[config.mk]
export PLATFORM = sky130hd
export DESIGN_NAME = lrip_ctrl
export DESIGN_NICKNAME = d
export VERILOG_FILES = /design/src/rtl/lrip_pkg.sv /design/src/rtl/lrip_ctrl.sv
export SDC_FILE = /design/constraint.sdc
export NUM_CORES = 1
export LEC_CHECK = 0
export BUFFER_PORTS_ARGS = -buffer_cell sky130_fd_sc_hd__buf_2
export CORE_MARGIN = 2
export CORE_UTILIZATION = 35
export CTS_BUF_LIST = sky130_fd_sc_hd__clkbuf_4 sky130_fd_sc_hd__clkbuf_8
export CTS_CLUSTER_DIAMETER = 50
export DETAILED_ROUTE_END_ITERATION = 6
export HOLD_SLACK_MARGIN = 0.08
export PLACE_DENSITY = 0.58
export SETUP_SLACK_MARGIN = 0.2
export SYNTH_ARGS = -nofsm -noshare
export SYNTH_HDL_FRONTEND = slang
export SYNTH_SLANG_ARGS = --single-unit
[constraint.sdc]
create_clock -name clk -period 2.6 [get_ports clk]
set_input_delay 0.13 -clock clk [delete_from_list [all_inputs] [get_ports clk]]
set_output_delay 0.13 -clock clk [all_outputs]
set_load 0.01 [all_outputs]
[src/rtl/lrip_pkg.sv]
// lrip_pkg: shared types, codes and constants of the lidar range image projection
// depends on nothing; imported by the controller, the datapath and the top level
`timescale 1ns / 1ps

package lrip_pkg;

	localparam int DEPTH_W      = 18;
	localparam logic [DEPTH_W-1:0] DEPTH_MAX = 18'h3FFFF;
	localparam int ANG_W        = 18;
	localparam int CORDIC_STEPS = 16;
	localparam int ROW_SPLIT    = 32;
	localparam int QUARTER_TURN = 16384;
	localparam int HALF_TURN    = 32768;

	// row centres in micro-degrees
	localparam int ROW_TOP_UDEG   = 2000000;
	localparam int ROW_STEP_UDEG  = 333330;
	localparam int ROW_LOW_UDEG   = -8830000;
	localparam int ROW_STEP2_UDEG = 500000;
	localparam int UDEG_PER_TURN  = 360000000;

	localparam int CFG_IW = 2;
	localparam int CFG_DW = 10;
	localparam logic [CFG_IW-1:0] CFG_MIN_RANGE     = 2'd0;
	localparam logic [CFG_IW-1:0] CFG_CLEAR_ON_READ = 2'd1;

	typedef enum logic [1:0] {
		ST_PLACED  = 2'd0,
		ST_DROPPED = 2'd1,
		ST_READ    = 2'd2
	} status_t;

	typedef struct packed {
		logic rdy;
		logic sq;
		logic root_start;
		logic root_step;
		logic root_h;
		logic cor_init;
		logic cor_step;
		logic cor_az;
		logic srch_init;
		logic srch_step;
		logic idx;
		logic upd;
		logic clr;
	} cmd_t;

	typedef struct packed {
		logic in_valid;
		logic in_op;
		logic drop;
		logic out_busy;
	} sts_t;

	// atan(2^-i) in 2^-16 turn
	function automatic logic [ANG_W-1:0] cordic_atan(input logic [3:0] i);
		logic [ANG_W-1:0] a;
		case (i)
			4'd0:    a = 18'd8192;
			4'd1:    a = 18'd4836;
			4'd2:    a = 18'd2555;
			4'd3:    a = 18'd1297;
			4'd4:    a = 18'd651;
			4'd5:    a = 18'd326;
			4'd6:    a = 18'd163;
			4'd7:    a = 18'd81;
			4'd8:    a = 18'd41;
			4'd9:    a = 18'd20;
			4'd10:   a = 18'd10;
			4'd11:   a = 18'd5;
			4'd12:   a = 18'd3;
			4'd13:   a = 18'd1;
			4'd14:   a = 18'd1;
			default: a = 18'd0;
		endcase
		return a;
	endfunction

endpackage

[src/rtl/lrip_ctrl.sv]
// lrip_ctrl: sequencer of the projection block, drives the datapath by command beats
// depends on lrip_pkg
`timescale 1ns / 1ps

module lrip_ctrl #(
	parameter int ROWS = 64,
	parameter int COORD_BITS = 18,
	parameter int CNTW = 16,
	parameter int DEPTH = 1024
) (
	input  logic           clk,
	input  logic           arst_n,
	input  lrip_pkg::sts_t sts,
	output lrip_pkg::cmd_t cmd,
	output logic [CNTW-1:0] step
);
	import lrip_pkg::*;

	typedef enum logic [13:0] {
		S_CLEAR = 14'b00000000000001,
		S_IDLE  = 14'b00000000000010,
		S_SQ    = 14'b00000000000100,
		S_ROOTR = 14'b00000000001000,
		S_ROOTH = 14'b00000000010000,
		S_EINIT = 14'b00000000100000,
		S_ECOR  = 14'b00000001000000,
		S_AINIT = 14'b00000010000000,
		S_ACOR  = 14'b00000100000000,
		S_SINIT = 14'b00001000000000,
		S_SRCH  = 14'b00010000000000,
		S_IDX   = 14'b00100000000000,
		S_RD    = 14'b01000000000000,
		S_UPD   = 14'b10000000000000
	} state_t;

	localparam logic [CNTW-1:0] LAST_ENTRY = CNTW'(DEPTH - 1);
	localparam logic [CNTW-1:0] LAST_ROOT  = CNTW'(COORD_BITS);
	localparam logic [CNTW-1:0] LAST_COR   = CNTW'(CORDIC_STEPS - 1);
	localparam logic [CNTW-1:0] LAST_ROW   = CNTW'(ROWS - 1);
	localparam logic [CNTW-1:0] LAST_SQ    = CNTW'(2);

	state_t st_q, nxt;
	logic [CNTW-1:0] cnt_q;

	assign step = cnt_q;

	always_comb begin
		nxt = st_q;
		cmd = '0;
		unique case (st_q)
			S_CLEAR: begin
				cmd.clr = 1'b1;
				if (cnt_q == LAST_ENTRY) nxt = S_IDLE;
			end
			S_IDLE: begin
				cmd.rdy = 1'b1;
				if (sts.in_valid) nxt = sts.in_op ? S_IDX : S_SQ;
			end
			S_SQ: begin
				cmd.sq = 1'b1;
				if (cnt_q == LAST_SQ) nxt = S_ROOTR;
			end
			S_ROOTR: begin
				if (cnt_q == '0) cmd.root_start = 1'b1;
				else cmd.root_step = 1'b1;
				if (cnt_q == LAST_ROOT) nxt = S_ROOTH;
			end
			S_ROOTH: begin
				cmd.root_h = 1'b1;
				if (cnt_q == '0) begin
					cmd.root_start = 1'b1;
					if (sts.drop) nxt = S_UPD;
				end else begin
					cmd.root_step = 1'b1;
					if (cnt_q == LAST_ROOT) nxt = S_EINIT;
				end
			end
			S_EINIT: begin
				cmd.cor_init = 1'b1;
				nxt = S_ECOR;
			end
			S_ECOR: begin
				cmd.cor_step = 1'b1;
				if (cnt_q == LAST_COR) nxt = S_AINIT;
			end
			S_AINIT: begin
				cmd.cor_init = 1'b1;
				cmd.cor_az = 1'b1;
				nxt = S_ACOR;
			end
			S_ACOR: begin
				cmd.cor_step = 1'b1;
				if (cnt_q == LAST_COR) nxt = S_SINIT;
			end
			S_SINIT: begin
				cmd.srch_init = 1'b1;
				nxt = S_SRCH;
			end
			S_SRCH: begin
				cmd.srch_step = 1'b1;
				if (cnt_q == LAST_ROW) nxt = S_IDX;
			end
			S_IDX: begin
				cmd.idx = 1'b1;
				nxt = S_RD;
			end
			S_RD: begin
				nxt = S_UPD;
			end
			S_UPD: begin
				cmd.upd = 1'b1;
				if (!sts.out_busy) nxt = S_IDLE;
			end
			default: begin
				nxt = S_IDLE;
			end
		endcase
	end

	always_ff @(posedge clk or negedge arst_n) begin
		if (!arst_n) begin
			st_q <= S_CLEAR;
			cnt_q <= '0;
		end else begin
			st_q <= nxt;
			if (nxt != st_q) cnt_q <= '0;
			else cnt_q <= cnt_q + 1'b1;
		end
	end

	a_srch_done: assert property (@(posedge clk) disable iff (!arst_n)
		(st_q == S_SRCH && cnt_q == LAST_ROW) |=> st_q == S_IDX)
		else $error("row search did not end after the last row");

	a_clear_len: assert property (@(posedge clk) disable iff (!arst_n)
		$fell(st_q == S_CLEAR) |-> $past(cnt_q) == LAST_ENTRY)
		else $error("clearing pass left early");

	a_upd_exit: assert property (@(posedge clk) disable iff (!arst_n)
		(st_q == S_UPD && !sts.out_busy) |=> st_q == S_IDLE)
		else $error("result beat not retired");

endmodule

==> results.md <==
- Detailed placement ended at an HPWL of 3600 um.
- For this run, the leading register cell type out of synthesis is sky130_fd_sc_hd__dfrtp_1.
- The synthesized design spends more area on one cell type than any other, namely sky130_fd_sc_hd__dfrtp_1.
- The overall die area is 0.00613 sq mm.
- The nature of the critical path startpoint is a flop.
- The critical path class is reg2out.
- The detailed-route via count is 1802.
- Cells fill 45.2% of the core in the end.
- In this run, synthesis inferred 0 flip-flops with an integrated enable.
- The max-slew violation count came to 0.
- The post-synthesis to final-layout area growth is 26.6%.
- In the post-synthesis netlist, the biggest area contributors are sky130_fd_sc_hd__dfrtp_1 38%, sky130_fd_sc_hd__nor2_1 7.0%, sky130_fd_sc_hd__xnor2_1 4.5%.
- The via count of the first global-routing pass is 1702.
- Summed over all nets, wire length on met3 after detailed routing comes to 327 um.
- Once detail routing completed, the nets flagged for antenna violations numbered 0.
- The required time at the endpoint of the critical path is 2470 ps.
- The pin count of the biggest net entering global routing is 31.
- The floorplan row count is 27.
- Setup repair after global routing left no endpoint under its margin.
- TritonCTS created 5 clock buffers.
- The area fraction of the dominant cell type after synthesis is 37.6%.
- The detailed-routed wire length on met2 is 2190 um.
- The final period utilization is 88.1%.
- A synthesized cell averages 8.78 sq um.
- Leaving out fill and tap cells, the most frequent cell in the layout is sky130_fd_sc_hd__nor2_1.
- On the critical path, the stage with the largest delay is an instance of sky130_fd_sc_hd__or4_4.
- Power spread over the standard cell area amounts to 710 mW/mm^2.
- The total count of hold-check failures in the final report is 0.
- The tree is rooted in a sky130_fd_sc_hd__clkbuf_8.
- The endpoint arrival time on the critical path is 2160 ps.
- Sequential elements use 39.0% of the synthesized area.
- The pin slew with the least headroom to its limit is 691 ps.
- The number of port buffers is 34.
- The critical path starts at st_q[1]$_DFF_PN0_.
- The signal on the critical path passes through or4_4, nor2_1, and2_1, nand2_1, nor4b_2, buf_2.
- The CTS tree is yes.
- Hold is met by 117 ps.
- The top layer reached by signal wires is met4.
- After layout, the minimum clock period comes to 2290 ps.
- Across the routed clock network, the largest skew measured is 8.14 ps.
- The flow ran to the end, and the final reports show no timing, DRC or antenna violations.
- The number of antenna violations at the first check in global routing is 0.
- The core region is 0.00541 sq mm.
- Counting every net in the synthesized netlist gives 229.
- The initial utilization of the core area, before any placement, comes to 35.7%.
- The leakage component of the power is 0.00111 uW.
- The clock net in this run drives a total of 30 sinks.
- The total overflow left after global routing is 0.
- The H-tree was split into 2 levels.
- The DRC violation total after the first TritonRoute iteration is 119.
- The count of antenna diodes in the layout is 0.
- The ratio of routed vias to standard cells is 5.35.
- The first-pass GRT wire length is 8250 um.
- The min-delay analysis places its worst path in the category in2reg.
- After the last flow step, the layout net total stands at 273.
- The number of library cell types mapped by synthesis is 44.
- The horizontal extent of the die is 78.3 um.
- In this design, the stage delay of the slowest critical-path cell is 570 ps.
- The number of top-level pins is 35.
- The cell area after technology mapping is 0.00193 sq mm.
- The critical path ends at cmd[2].
- The top cell types in the final layout, fill and taps aside, are 36 x sky130_fd_sc_hd__nor2_1, 34 x sky130_fd_sc_hd__buf_2, 25 x sky130_fd_sc_hd__dfrtp_1.
- The final sum of negative setup slack is 0 ps.
- Of all nets on the critical path, the largest fanout is 7.
- The synthesized instance count is 220.
- The share of post-route cells with drive strength above 1 is 27.9%.
- The clock latency reported for the late side of the worst-skew pair is 280 ps.
- After detailed routing, the number of remaining DRC violations is 0.
- The maximum clock frequency is 437 MHz.
- The number of buffers on the longest clock path is 2.
- The count of maximum capacitance violations is 0.
- The kind of end point of the critical path is an output port.
- After clock tree synthesis, the clock-pin slew on the worst setup and hold paths is 70 ps.
- At the end of routability-driven placement, the weighted congestion stood at 0.829.
- Headroom to the max-slew limit came out at 54.0%.
- VDD sags by at most 0.000299 V.
- The synthesis-stage register bit count is 30.
- In the final routed layout, each cell accounts on average for 14.6 um.
- During synthesis, Yosys emitted a total of 0 warnings.
- The number of detailed-routing iterations run before antenna repair is 4.
- For the worst flop-to-flop path, the logic depth is 7.
- The share of flip-flops with an asynchronous set or reset is 100%.
- The critical register-to-register path endpoint is st_q[6]$_DFF_PN0_.
- The all-layer global routing usage is 17.0%.
- The wire length on met1 is 2330 um.
- The overall die height is 78.3 um.
- The internal reg-to-reg setup slack is 370 ps.
- The final setup violation count is 0.
- The sum of routed wire length over all layers is 4920 um.
- The startpoint identified for the worst register-to-register timing path is step[6]$_DFF_PN0_.
what timing repair did:
| action | 4_1_cts | 5_1_grt |
|---|---|---|
| hold buffers | 2 | 0 |
| endpoints found under the hold margin | 30 | 0 |
| resized for setup | 2 | 11 |
| pin swaps | 0 | 4 |
| buffers inserted | 0 | 5 |
| endpoints found under the setup margin | 20 | 22 |
| gates cloned | 0 | 0 |
per-layer routing:
metal	up-vias	global-route usage (%)
met2	62	24.8
met5	-	0
met4	0	6.14
met1	864	24.8
li1	868	-
met3	8	3.56
worst min-delay path by stage:
stage,startpoint,cells after the start,endpoint
finish,sts[3],3,st_q[11]$_DFF_PN0_
global route,sts[3],3,st_q[2]$_DFF_PN0_
CTS,sts[3],3,st_q[11]$_DFF_PN0_
detailed placement,arst_n,1,st_q[9]$_DFF_PN0_
global placement,arst_n,1,st_q[10]$_DFF_PN0_
floorplan,arst_n,0,st_q[10]$_DFF_PN0_
report_power, final:
| group | switching, uW | internal (uW) | total [uW] |
|---|---|---|---|
| Sequential | 63.0 | 503 | 566 |
| Clock | 181 | 409 | 590 |
| Combinational | 345 | 233 | 579 |
cell usage after synthesis (4+ instances only):
cell type and number:
sky130_fd_sc_hd__nor2_1 36, sky130_fd_sc_hd__dfrtp_1 29, sky130_fd_sc_hd__nand2_1 16, sky130_fd_sc_hd__nand3_1 11
sky130_fd_sc_hd__xnor2_1 10, sky130_fd_sc_hd__nand4_1 9, sky130_fd_sc_hd__o21ai_0 9, sky130_fd_sc_hd__xor2_1 9
sky130_fd_sc_hd__inv_1 8, sky130_fd_sc_hd__nor2b_1 8, sky130_fd_sc_hd__clkbuf_1 7, sky130_fd_sc_hd__nor3_1 7
sky130_fd_sc_hd__and3_1 6, sky130_fd_sc_hd__and4_1 5, sky130_fd_sc_hd__and2_1 4, sky130_fd_sc_hd__nor4_1 4
critical path: cells and delay by family (launching register included):
kind                   cells  cell delay [ps]
AND/OR/NAND/NOR            5             1300
flip-flops                 1              440
buffers and inverters      1              160
cell families (layout without fill, tap and decap cells):
group | count (synthesis) | count (layout) | synth area share [%]
flops | 30 | 30 | 39.0
mux | 2 | 2 | 1.10
xor+xnor | 19 | 19 | 8.62
simple gates | 123 | 123 | 36.6
buf+inv | 17 | 62 | 3.76
fa+ha+maj | 3 | 3 | 1.94
compound gates | 26 | 26 | 9.07
stage by stage:
step                total power [uW]  cells  instance area, sq um  setup slack (ps)
global route                    1830    337                  2440               196
global placement                1110    322                  2190               174
floorplan                        945    220                  1930               428
finish                          1730    337                  2440               309
detailed placement              1120    322                  2190               158
CTS                             1710    332                  2370               204
registers in the layout, indices dropped and copies added (netlist names):
signal and count:
step 16, st_q 14
layout make-up:
class                           count  area [sq um]
Fill cell                         534          2960
Multi-Input combinational cell    173          1160
Sequential cell                    30           757
Timing Repair Buffer               46           265
Tap cell                           72          90.1
Clock buffer                        6          82.6
Clock inverter                      2          60.1
Inverter                            8          30.0
No activity file was read; power rests on OpenSTA's default activity.
